File: src/hw/rtl/srp_pkg.sv
// Shared types and constants for the shelf rectangle packer.
// No dependencies; imported by the top level.
package srp_pkg;

	localparam int DIM_W  = 13;   // page sizes and shelf fields
	localparam int RECT_W = 12;   // requested sides and positions
	localparam int GAP_W  = 4;
	localparam int PAGE_W = 16;
	localparam int AREA_W = 32;
	localparam int STAT_W = 2;
	localparam int IDX_W  = 2;

	localparam logic [STAT_W-1:0] STATUS_PLACED    = 2'd0;
	localparam logic [STAT_W-1:0] STATUS_ZERO_SIZE = 2'd1;
	localparam logic [STAT_W-1:0] STATUS_TOO_LARGE = 2'd2;
	localparam logic [STAT_W-1:0] STATUS_CLEARED   = 2'd3;

	localparam logic [IDX_W-1:0] REG_PAGE_WIDTH  = 2'd0;
	localparam logic [IDX_W-1:0] REG_PAGE_HEIGHT = 2'd1;
	localparam logic [IDX_W-1:0] REG_GAP         = 2'd2;

	localparam logic [DIM_W-1:0] PAGE_WIDTH_RST  = 13'd1024;
	localparam logic [DIM_W-1:0] PAGE_HEIGHT_RST = 13'd1024;
	localparam logic [GAP_W-1:0] GAP_RST         = 4'd1;

	localparam logic KIND_PLACE = 1'b0;
	localparam logic KIND_CLEAR = 1'b1;

	// one shelf as kept in the shelf memory
	typedef struct packed {
		logic [DIM_W-1:0] top;
		logic [DIM_W-1:0] tall;
		logic [DIM_W-1:0] cursor;
	} shelf_t;

	localparam int SHELF_BITS = 3 * DIM_W;

endpackage

File: src/hw/rtl/srp_ram.sv
// Generic simple dual-port RAM, one write and one registered read port.
// No dependencies.
module srp_ram #(
	parameter int WIDTH  = 39,
	parameter int DEPTH  = 64,
	parameter int ADDR_W = (DEPTH > 1) ? $clog2(DEPTH) : 1
) (
	input  logic              clk,
	input  logic              we,
	input  logic [ADDR_W-1:0] waddr,
	input  logic [WIDTH-1:0]  wdata,
	input  logic              re,
	input  logic [ADDR_W-1:0] raddr,
	output logic [WIDTH-1:0]  rdata
);

	logic [WIDTH-1:0] mem [DEPTH];

	always_ff @(posedge clk) begin
		if (we) begin
			mem[waddr] <= wdata;
		end
		if (re) begin
			rdata <= mem[raddr];
		end
	end

endmodule

File: src/hw/rtl/shelf_rectangle_packer.sv
// Shelf rectangle packer: first-fit shelf placement into atlas pages.
// Per beat: a clear or a zero size goes straight to the result; a place scans the shelves in
// order, opens a new shelf on a miss, else a fresh page and one more try; output stalls hold the result.
// One shelf is read and compared per cycle from the shelf RAM; one beat at a time.
// Reset (arst_n low, async): no shelves, page 0, area 0, registers at defaults.
// Shelf RAM contents are not cleared; only entries below the shelf count are read.
module shelf_rectangle_packer
	import srp_pkg::*;
#(
	parameter int MAX_SHELVES = 64
) (
	input  logic              clk,
	input  logic              arst_n,
	// input beats
	input  logic              s_tvalid,
	output logic              s_tready,
	input  logic [23:0]       s_tdata,    // rect_width[11:0], rect_height[23:12]
	input  logic [0:0]        s_tuser,    // kind[0]
	// result beats
	output logic              m_tvalid,
	input  logic              m_tready,
	output logic [71:0]       m_tdata,    // place_x[11:0], place_y[23:12],
	                                      // page_number[39:24], used_total[71:40]
	output logic [1:0]        m_tuser,    // status[1:0]
	// register writes
	input  logic              cfg_we,
	input  logic [IDX_W-1:0]  cfg_index,
	input  logic [DIM_W-1:0]  cfg_data
);

	localparam int AW = (MAX_SHELVES > 1) ? $clog2(MAX_SHELVES) : 1;
	localparam int CW = $clog2(MAX_SHELVES + 1);

	// sequencer states
	localparam logic [2:0] ST_IDLE  = 3'd0;
	localparam logic [2:0] ST_SETUP = 3'd1;
	localparam logic [2:0] ST_SCAN  = 3'd2;
	localparam logic [2:0] ST_NEW   = 3'd3;
	localparam logic [2:0] ST_FIN   = 3'd4;

	logic [2:0] state_q;

	// configuration
	logic [DIM_W-1:0] pwid_q, phgt_q;
	logic [GAP_W-1:0] gap_q;

	// packer state
	logic [CW-1:0]     count_q;
	logic [PAGE_W-1:0] page_q;
	logic [AREA_W-1:0] area_q;

	// current beat
	logic              kind_q;
	logic [RECT_W-1:0] w_q, h_q;
	logic [DIM_W-1:0]  pw_q, ph_q;          // padded sides
	logic [23:0]       prod_q;              // clamped area
	logic              add_q, retry_q;

	// scan pipeline
	logic [CW-1:0] issue_q;
	logic [AW-1:0] chk_q;
	logic          pend_q;
	logic [DIM_W:0] last_q;                 // top + tall of the last shelf checked

	// result holding
	logic [STAT_W-1:0] res_status_q;
	logic [RECT_W-1:0] res_x_q, res_y_q;

	// output register
	logic              m_tvalid_q;
	logic [STAT_W-1:0] o_status_q;
	logic [RECT_W-1:0] o_x_q, o_y_q;
	logic [PAGE_W-1:0] o_page_q;
	logic [AREA_W-1:0] o_area_q;

	// ---- clamp of the requested sides ----
	logic [GAP_W:0]    two_gap;
	logic [DIM_W-1:0]  lim_w, lim_h;
	logic [RECT_W-1:0] gw, gh;

	always_comb begin
		two_gap = {gap_q, 1'b0};
		lim_w = (pwid_q > DIM_W'(two_gap)) ? pwid_q - DIM_W'(two_gap) : '0;
		lim_h = (phgt_q > DIM_W'(two_gap)) ? phgt_q - DIM_W'(two_gap) : '0;
		gw = ({1'b0, w_q} < lim_w) ? w_q : lim_w[RECT_W-1:0];
		gh = ({1'b0, h_q} < lim_h) ? h_q : lim_h[RECT_W-1:0];
	end

	// ---- shelf RAM ----
	shelf_t         rd_shelf, wr_shelf;
	logic           ram_we, ram_re;
	logic [AW-1:0]  ram_waddr;
	logic [SHELF_BITS-1:0] ram_rdata;

	assign rd_shelf  = ram_rdata;
	assign ram_re    = (state_q == ST_SCAN) && (issue_q < count_q);

	srp_ram #(
		.WIDTH (SHELF_BITS),
		.DEPTH (MAX_SHELVES),
		.ADDR_W(AW)
	) u_shelves (
		.clk  (clk),
		.we   (ram_we),
		.waddr(ram_waddr),
		.wdata(wr_shelf),
		.re   (ram_re),
		.raddr(issue_q[AW-1:0]),
		.rdata(ram_rdata)
	);

	// ---- shared fit check: scan compares a shelf, new-shelf compares the page bottom ----
	logic [DIM_W:0]   cur_end;
	logic             shelf_fit;
	logic [DIM_W+1:0] next_y, new_end;
	logic             new_fit;

	always_comb begin
		cur_end   = {1'b0, rd_shelf.cursor} + {1'b0, pw_q};
		shelf_fit = (cur_end <= {1'b0, pwid_q}) && (ph_q <= rd_shelf.tall);
		next_y    = (count_q == '0) ? '0 :
		            {1'b0, last_q} + (DIM_W+2)'(gap_q);
		new_end   = next_y + {2'b0, ph_q};
		new_fit   = (count_q < CW'(MAX_SHELVES)) &&
		            ((DIM_W+3)'(new_end) <= (DIM_W+3)'(phgt_q));
	end

	// RAM write: cursor bump on a hit, fresh shelf on open
	always_comb begin
		ram_we    = 1'b0;
		ram_waddr = chk_q;
		wr_shelf  = rd_shelf;
		if (state_q == ST_SCAN && pend_q && shelf_fit) begin
			ram_we          = 1'b1;
			wr_shelf.cursor = cur_end[DIM_W-1:0];
		end else if (state_q == ST_NEW && new_fit) begin
			ram_we          = 1'b1;
			ram_waddr       = count_q[AW-1:0];
			wr_shelf.top    = next_y[DIM_W-1:0];
			wr_shelf.tall   = ph_q;
			wr_shelf.cursor = pw_q;
		end
	end

	// saturating area total
	logic [AREA_W:0]   area_sum;
	logic [AREA_W-1:0] area_next;
	logic              out_free;

	always_comb begin
		area_sum  = {1'b0, area_q} + (AREA_W+1)'(prod_q);
		area_next = area_sum[AREA_W] ? '1 : area_sum[AREA_W-1:0];
		out_free  = !m_tvalid_q || m_tready;
	end

	// ---- configuration ----
	always_ff @(posedge clk or negedge arst_n) begin
		if (!arst_n) begin
			pwid_q <= PAGE_WIDTH_RST;
			phgt_q <= PAGE_HEIGHT_RST;
			gap_q  <= GAP_RST;
		end else if (cfg_we) begin
			case (cfg_index)
				REG_PAGE_WIDTH:  pwid_q <= cfg_data;
				REG_PAGE_HEIGHT: phgt_q <= cfg_data;
				REG_GAP:         gap_q  <= cfg_data[GAP_W-1:0];
				default: ;
			endcase
		end
	end

	// ---- sequencer ----
	always_ff @(posedge clk or negedge arst_n) begin
		if (!arst_n) begin
			state_q      <= ST_IDLE;
			count_q      <= '0;
			page_q       <= '0;
			area_q       <= '0;
			add_q        <= 1'b0;
			retry_q      <= 1'b0;
			pend_q       <= 1'b0;
			issue_q      <= '0;
			last_q       <= '0;
			res_status_q <= STATUS_PLACED;
			res_x_q      <= '0;
			res_y_q      <= '0;
		end else begin
			case (state_q)
				ST_IDLE: begin
					if (s_tvalid) begin
						state_q <= ST_SETUP;
					end
				end
				ST_SETUP: begin
					add_q   <= 1'b0;
					retry_q <= 1'b0;
					issue_q <= '0;
					pend_q  <= 1'b0;
					res_x_q <= '0;
					res_y_q <= '0;
					if (kind_q == KIND_CLEAR) begin
						count_q      <= '0;
						page_q       <= '0;
						area_q       <= '0;
						res_status_q <= STATUS_CLEARED;
						state_q      <= ST_FIN;
					end else if (w_q == '0 || h_q == '0) begin
						res_status_q <= STATUS_ZERO_SIZE;
						state_q      <= ST_FIN;
					end else begin
						state_q <= ST_SCAN;
					end
				end
				ST_SCAN: begin
					pend_q  <= ram_re;
					issue_q <= issue_q + CW'(ram_re);
					if (pend_q) begin
						last_q <= {1'b0, rd_shelf.top} + {1'b0, rd_shelf.tall};
					end
					if (pend_q && shelf_fit) begin
						res_x_q      <= rd_shelf.cursor[RECT_W-1:0];
						res_y_q      <= rd_shelf.top[RECT_W-1:0];
						res_status_q <= STATUS_PLACED;
						add_q        <= 1'b1;
						state_q      <= ST_FIN;
					end else if (!ram_re) begin
						state_q <= ST_NEW;
					end
				end
				ST_NEW: begin
					if (new_fit) begin
						count_q      <= count_q + 1'b1;
						res_x_q      <= '0;
						res_y_q      <= next_y[RECT_W-1:0];
						res_status_q <= STATUS_PLACED;
						add_q        <= 1'b1;
						state_q      <= ST_FIN;
					end else if (!retry_q) begin
						// fresh empty page, then one more try
						retry_q <= 1'b1;
						count_q <= '0;
						if (page_q != '1) begin
							page_q <= page_q + 1'b1;
						end
					end else begin
						res_x_q      <= '0;
						res_y_q      <= '0;
						res_status_q <= STATUS_TOO_LARGE;
						state_q      <= ST_FIN;
					end
				end
				ST_FIN: begin
					if (out_free) begin
						if (add_q) begin
							area_q <= area_next;
						end
						state_q <= ST_IDLE;
					end
				end
				default: state_q <= ST_IDLE;
			endcase
		end
	end

	// result valid: set when a beat is loaded, dropped once taken
	always_ff @(posedge clk or negedge arst_n) begin
		if (!arst_n) begin
			m_tvalid_q <= 1'b0;
		end else if (state_q == ST_FIN && out_free) begin
			m_tvalid_q <= 1'b1;
		end else if (m_tready) begin
			m_tvalid_q <= 1'b0;
		end
	end

	// payload registers
	always_ff @(posedge clk) begin
		if (state_q == ST_IDLE && s_tvalid) begin
			kind_q <= s_tuser[0];
			w_q    <= s_tdata[11:0];
			h_q    <= s_tdata[23:12];
		end
		if (state_q == ST_SETUP) begin
			pw_q   <= DIM_W'(gw) + DIM_W'(gap_q);
			ph_q   <= DIM_W'(gh) + DIM_W'(gap_q);
			prod_q <= gw * gh;
		end
		if (state_q == ST_SCAN) begin
			chk_q <= issue_q[AW-1:0];
		end
		if (state_q == ST_FIN && out_free) begin
			o_status_q <= res_status_q;
			o_x_q      <= res_x_q;
			o_y_q      <= res_y_q;
			o_page_q   <= page_q;
			o_area_q   <= add_q ? area_next : area_q;
		end
	end

	assign s_tready = (state_q == ST_IDLE);
	assign m_tvalid = m_tvalid_q;
	assign m_tdata  = {o_area_q, o_page_q, o_y_q, o_x_q};
	assign m_tuser  = o_status_q;

	// ---- checks ----
	a_count_bound: assert property (@(posedge clk) disable iff (!arst_n)
		count_q <= CW'(MAX_SHELVES))
		else $error("shelf count above limit");

	a_unplaced_origin: assert property (@(posedge clk) disable iff (!arst_n)
		(m_tvalid_q && o_status_q != STATUS_PLACED) |-> (o_x_q == '0 && o_y_q == '0))
		else $error("position set on a beat that was not placed");

	a_page_drop: assert property (@(posedge clk) disable iff (!arst_n)
		(page_q < $past(page_q)) |-> ($past(state_q) == ST_SETUP && $past(kind_q) == KIND_CLEAR))
		else $error("page index fell without a clear");

	a_hold_result: assert property (@(posedge clk) disable iff (!arst_n)
		(state_q == ST_FIN && !out_free) |=> (state_q == ST_FIN))
		else $error("result left while output stalled");

endmodule
File: config.mk
export PLATFORM = sky130hd
export DESIGN_NAME = shelf_rectangle_packer
export DESIGN_NICKNAME = d
export VERILOG_FILES = /design/src/hw/rtl/srp_pkg.sv /design/src/hw/rtl/srp_ram.sv /design/src/hw/rtl/shelf_rectangle_packer.sv
export SDC_FILE = /design/constraint.sdc
export NUM_CORES = 2
export LEC_CHECK = 0
export ABC_AREA = 1
export BUFFER_PORTS_ARGS = -buffer_cell sky130_fd_sc_hd__buf_2
export CORE_MARGIN = 3
export CORE_UTILIZATION = 30
export DETAILED_ROUTE_END_ITERATION = 10
export HOLD_SLACK_MARGIN = 0.12
export PLACE_DENSITY = 0.51
export SKIP_CTS_REPAIR_TIMING = 1
export SYNTH_ARGS = -nofsm -noshare
export SYNTH_HDL_FRONTEND = slang
export SYNTH_SLANG_ARGS = --single-unit
File: constraint.sdc
create_clock -name clk -period 14.95 [get_ports clk]
set_input_delay 2.2425 -clock clk [delete_from_list [all_inputs] [get_ports clk]]
set_output_delay 2.2425 -clock clk [all_outputs]
set_load 0.03 [all_outputs]
======== Yosys cells after proc, flatten, opt, wreduce, memory -nomap -nowiden ========
Memory sizes are Yosys's and may differ from the RTL's. A register that Yosys moved wholly into a read port is not among the register bits.
Index checks and enable logic that the tools add are counted.
word-level totals
  bits in registers ....................... 294
  RAM bits ................................ 2,496
  memories ................................ 1
memory list
  name           depth  bits a word  read ports  clocked after Yosys merged registers in  write ports  line           text
  u_shelves.mem  64     39           1           1                                        1            srp_ram.sv:17  logic [WIDTH-1:0] mem [DEPTH];
operators by class
  order comparisons ....................... 9
  multipliers ............................. 1
  reduce and logical (&&, ||, !) cells .... 34
  add/sub/neg operators ................... 12
  equality and inequality tests ........... 19
  muxes and demuxes ....................... 59
operators by type and width
  cell                                                              number
  32-bit two-way mux                                                4
  12-bit two-way mux                                                7
  12-bit case mux with 3 select lines                               2
  16-bit two-way mux                                                4
  32-bit case mux with 2 select lines                               1
  13-bit two-way mux                                                3
  39-bit two-way mux                                                1
  32-bit by 24-bit adder with 33-bit output                         1
  16-bit case mux with 2 select lines                               1
  13-bit by 13-bit adder with 14-bit output                         2
  7-bit case mux with 2 select lines                                2
  12-bit by 4-bit adder with 13-bit output                          2
  13-bit by 5-bit > comparator with 1-bit output                    2
  12-bit by 13-bit < comparator with 1-bit output                   2
  26-bit two-way mux                                                1
  13-bit by 5-bit subtractor with 13-bit output                     2
  12-bit logical NOT                                                2
  12-bit by 12-bit multiplier with 24-bit output                    1
  3-bit two-way mux                                                 8
  7-bit two-way mux                                                 3
  16-bit by 1-bit adder with 16-bit output (second input constant)  1
  16-bit inequality test (second input constant)                    1
  14-bit by 4-bit adder with 15-bit output                          1
  15-bit by 13-bit adder with 15-bit output                         1
  other kinds (36)                                                  79

======== Longest topological paths before layout ========
  word-level depth ........................ 10
  gate-level depth with buffers ........... 46
  depth with buffers taken out ............ 45

======== Cells and area by module ========
A second synthesis with hierarchy kept.
second synthesis, totals
  cell total of the unflattened synthesis .. 11,105
  area total of the unflattened synthesis .. 124,997.4 µm²
modules (own cells, without submodules)
  module                  cells each  area an instance (µm²)  instances
  srp_ram                 8,234       101,482.3               1
  shelf_rectangle_packer  2,871       23,515.1                1

======== Least setup slack after synthesis ========
OpenSTA, ideal clock, no wires.
  path type ............................... register -> register
  from .................................... register gap_q[1]
  to ...................................... register prod_q[23] (data pin)
  slack ................................... 7.211 ns
  period minus slack after synthesis ...... 7.739 ns
  arrival ................................. 7.474 ns
  setup time .............................. 0.265 ns
  data required time ...................... 14.685 ns
  cell stages (with the launch flop) ...... 42
  path through ............................ dfrtp_1 fa_1 nand3b_1 nand2_1 nor2_2 nor2_4 inv_1 nor2_1 inv_1 ha_1 a21oi_1 nor2_1 a211oi_1 nor2_1 nor2_4 nand2_4 buf_6 inv_1 [... 6 more ...] fa_1 inv_1 fa_1 inv_1 fa_1 inv_1 ha_1 a21oi_1 o21ai_0 a21oi_1 o21ai_0 nand2_1 nand2_1 nand2_1 nand2_1 a21oi_1 o21ai_0 xor2_1
between the ends
  word-level cells in the longest chain between the ends .. 5
  elaborated cells between the ends (all ways) .. 11
  classes of those cells .................. 2 x add/sub; 1 x mul; 4 x order compare; 4 x mux
ends and longest elaborated chain
  what                                                                         line                                                        text
  start: declaration                                                           shelf_rectangle_packer.sv:45                                logic [GAP_W-1:0] gap_q;
  start signal: assignment                                                     shelf_rectangle_packer.sv:166                               REG_GAP: gap_q <= cfg_data[GAP_W-1:0];
  13-bit by 5-bit subtractor with 13-bit output, or another cell as far along  shelf_rectangle_packer.sv:83                                lim_w = (pwid_q > DIM_W'(two_gap)) ? pwid_q - DIM_W'(two_gap) : '0;
  13-bit two-way mux (on tied branches)                                        shelf_rectangle_packer.sv:83, shelf_rectangle_packer.sv:84
  12-bit by 13-bit < comparator with 1-bit output (on tied branches)           shelf_rectangle_packer.sv:85, shelf_rectangle_packer.sv:86
  12-bit two-way mux (on tied branches)                                        shelf_rectangle_packer.sv:85, shelf_rectangle_packer.sv:86
  12-bit by 12-bit multiplier with 24-bit output (*)                           shelf_rectangle_packer.sv:286                               prod_q <= gw * gh;
  end signal: assignment                                                       shelf_rectangle_packer.sv:286
  end: declaration                                                             shelf_rectangle_packer.sv:56                                logic [23:0] prod_q;
Every way passes the cells marked *; elsewhere a longest branch is shown, timed or not.
A chain may end at the register's enable or synchronous reset.

======== Final worst setup path ========
Ends and elaborated chain as after synthesis.

==> flow_summary.toml <==
[floorplan]
die_w_um = 641
std_cell_rows = 232
start_util = 0.302
die_area_um2 = 411000
core_um2 = 401000
die-height_um = 641
io-pin-count = 121

[clock_tree]
path_clk_slew_ns = 0.06
cts_made_buffers = 316
cts_root_buffer = "clkbuf_16"
cts_tree = "yes"
clock_path_buffers = 4
cts.htree.levels = 5
clock_latency_ns = 0.92
cts_sinks = 2829

[sta]
clock_skew_ns = 0.0604
hold_violations = 0
worstMarginPinSlew_ns = 1.34
setup_viol = 0
final_max_slew_viol_count = 0
rsz0062_at_grt = "false"
max_freq_ghz = 0.110
max_slew_margin = 0.109
period_share = 0.607
setup_tns_ns = 0
period_needed_ns = 9.07

[setup_path]
slowest_delay_ns = 0.62
required_ns = 15.57
r2r_end = "prod_q[23]$_DFFE_PP_"
cp-start-kind = "register"
rr_startpoint = "gap_q[1]$_DFFE_PN0P_"
crit_top_cell = "nand2_1"
r2r_slack_ns = 5.88
rr_worst_depth = 40
critPathMaxFanout = 18
critPathCaptureType = "register"
slowest_stage = "dfrtp_1"
crit_type = "reg2reg"
arrival_ns = 9.70

[placement]
place_hpwl_um = 223000
port_buffers = 120
routabilityCongestion = 0.909

[status]
status = "finished, final reports clean"

[global_route]
grt_usage = 0.183
grt_pass1_vias = 78600
gr-total-overflow = 0
antenna_found_initial = 17
grt_max_degree = 205
grt_pass1_wl_um = 560000

[route]
vias = 81700
top_layer_used = "met5"
dr.first_iter.drc_count = 8320
totalWireLength_um = 389000
wire_per_inst_um = 25.3
ant_nets = 0
post-route-drc-count = 0
wl_met2_um = 183000
firstDrtPassIters = 8
wl_met1_um = 168000
route.met3.wl_um = 25900
via_per_inst = 5.31

[power]
irDropWorstVdd_uv = 646
cellLeakagePower_nw = 47.4
p_total_w = 0.0274
cellPowerDensity_nw_per_um2 = 197

[logic_synthesis]
ys_ff_latch = 2829
synth_cell_types = 58
synth_area_um2 = 121000
avgSynthCellArea_um2 = 12.3
synth_ff_type = "edfxtp_1"
syn_nets = 10200
synthArstFlopShare = 0.0491
synth_seq_area_share = 0.696
netlist_top_cells_area = "edfxtp_1, o21ai_0, nor2_1"
synth_top_area_frac = 0.667
yosys.area.top_type = "edfxtp_1"
yosys_warnings = 0
synth-edff-count = 2690
netlist_instances = 9820

[finish]
nets = 10200
seq_area_um2 = 84300
fill_cells = 38800
syn_to_final_growth_pct = 14.4
layout_commonest_cell = "edfxtp_1"
final_cell_mix = "edfxtp_1, nor2_1, o21ai_0"
drive_above_1_share = 0.0956
multiInputGateArea_um2 = 33700

[worst_hold_path]
worstHoldPathCells = 0
min-delay-start = "res_y_q[1]$_DFFE_PN0P_"
hold_end = "o_y_q[1]$_DFFE_PP_"
hp-class = "reg2reg"

[job]
maxCapViolCount = 0
==> logic make-up after synthesis <==
group / Yosys count / share of synthesized area
buffers and inverters: 1057 / 0.0333
adders and majority gates: 326 / 0.0404
and+or+nand+nor: 2920 / 0.0988
DFF: 2829 / 0.696
xor gates and xnor gates: 92 / 0.00665
AOI/OAI and AO/OA: 2596 / 0.125
==> per-stage QoR <==
step	hold WS [ns]	std cells	setup WS (ns)	utilization	cell area, µm²
finish	0.454	15400	5.88	0.346	139000
global route	0.464	15400	5.21	0.346	139000
CTS	0.456	15400	5.91	0.346	139000
detailed placement	0.443	14800	5.91	0.321	129000
global placement	0.442	14800	5.97	0.321	129000
floorplan	0.425	9820	7.21	-	121000
==> how the worst max path moves through the flow <==
stage | start | endpoint | slack (ns)
finish | gap_q[1]$_DFFE_PN0P_ | prod_q[23]$_DFFE_PP_ | 5.88
global route | gap_q[1]$_DFFE_PN0P_ | prod_q[23]$_DFFE_PP_ | 5.21
CTS | gap_q[1]$_DFFE_PN0P_ | prod_q[23]$_DFFE_PP_ | 5.91
detailed placement | gap_q[1]$_DFFE_PN0P_ | prod_q[23]$_DFFE_PP_ | 5.91
global placement | gap_q[1]$_DFFE_PN0P_ | prod_q[23]$_DFFE_PP_ | 5.97
floorplan | gap_q[1]$_DFFE_PN0P_ | prod_q[23]$_DFFE_PP_ | 7.21
==> per-layer routing <==
layer | global-route usage | up-vias
met5 | 0 | -
met4 | 0.0550 | 4
met3 | 0.0248 | 577
met2 | 0.299 | 3164
met1 | 0.253 | 41800
li1 | - | 36200
==> state kept, by name (all words and copies together), names as in the netlist, 13 cells and up <==
register / cells
u_shelves.mem: 2496
ph_q: 13
pw_q: 13
last_q: 14
pwid_q: 13
o_page_q: 16
prod_q: 24
phgt_q: 13
o_area_q: 32
area_q: 32
u_shelves.rdata: 39
page_q: 16
==> layout make-up <==
type                    count  share of cell area
inverters                 478              0.0132
well taps                5265              0.0475
clock inverters           181              0.0119
flip-flops and latches   2829               0.608
clock buffers             380              0.0603
multi-input cells        5934               0.243
repair buffers            306              0.0155
diodes                      2           0.0000361
==> synthesized netlist by cell type (9+ instances only) <==
| library cell | count |
|---|---|
| a21o_1 | 14 |
| a31oi_1 | 51 |
| o22ai_1 | 377 |
| xnor2_1 | 20 |
| o221ai_1 | 259 |
| buf_1 | 35 |
| nand3_2 | 17 |
| o21bai_1 | 10 |
| o21ai_0 | 1429 |
| xor2_1 | 72 |
| o211ai_1 | 69 |
| edfxtp_1 | 2690 |
| nand4_1 | 32 |
| or2_2 | 10 |
| a32o_1 | 39 |
| fa_1 | 109 |
| nand2_1 | 842 |
| ha_1 | 217 |
| a22oi_1 | 10 |
| inv_2 | 18 |
| nor3_1 | 32 |
| nand2_2 | 10 |
| inv_1 | 453 |
| nor2_2 | 9 |
| nor4_1 | 14 |
| a21oi_1 | 288 |
| nand3b_1 | 12 |
| nor2_1 | 1563 |
| buf_2 | 20 |
| dfrtp_1 | 136 |
| clkbuf_1 | 518 |
| nand3_1 | 353 |
==> power breakdown <==
group / internal (W) / switching [W] / leakage [nW]
Clock: 0.00439 / 0.00322 / 4.87
Combinational: 0.00357 / 0.00638 / 16.4
Sequential: 0.00958 / 0.000211 / 26.1
==> worst max-delay path: cells and delay by family (launching register included) <==
family | cells | cell delay, ns
compound gates | 8 | 1.32
xor+xnor | 1 | 0.17
fa+ha+maj | 8 | 3.62
buf+inv | 7 | 0.84
flops | 1 | 0.62
simple gates | 16 | 2.19
No activity file was read; power rests on OpenSTA's default activity.
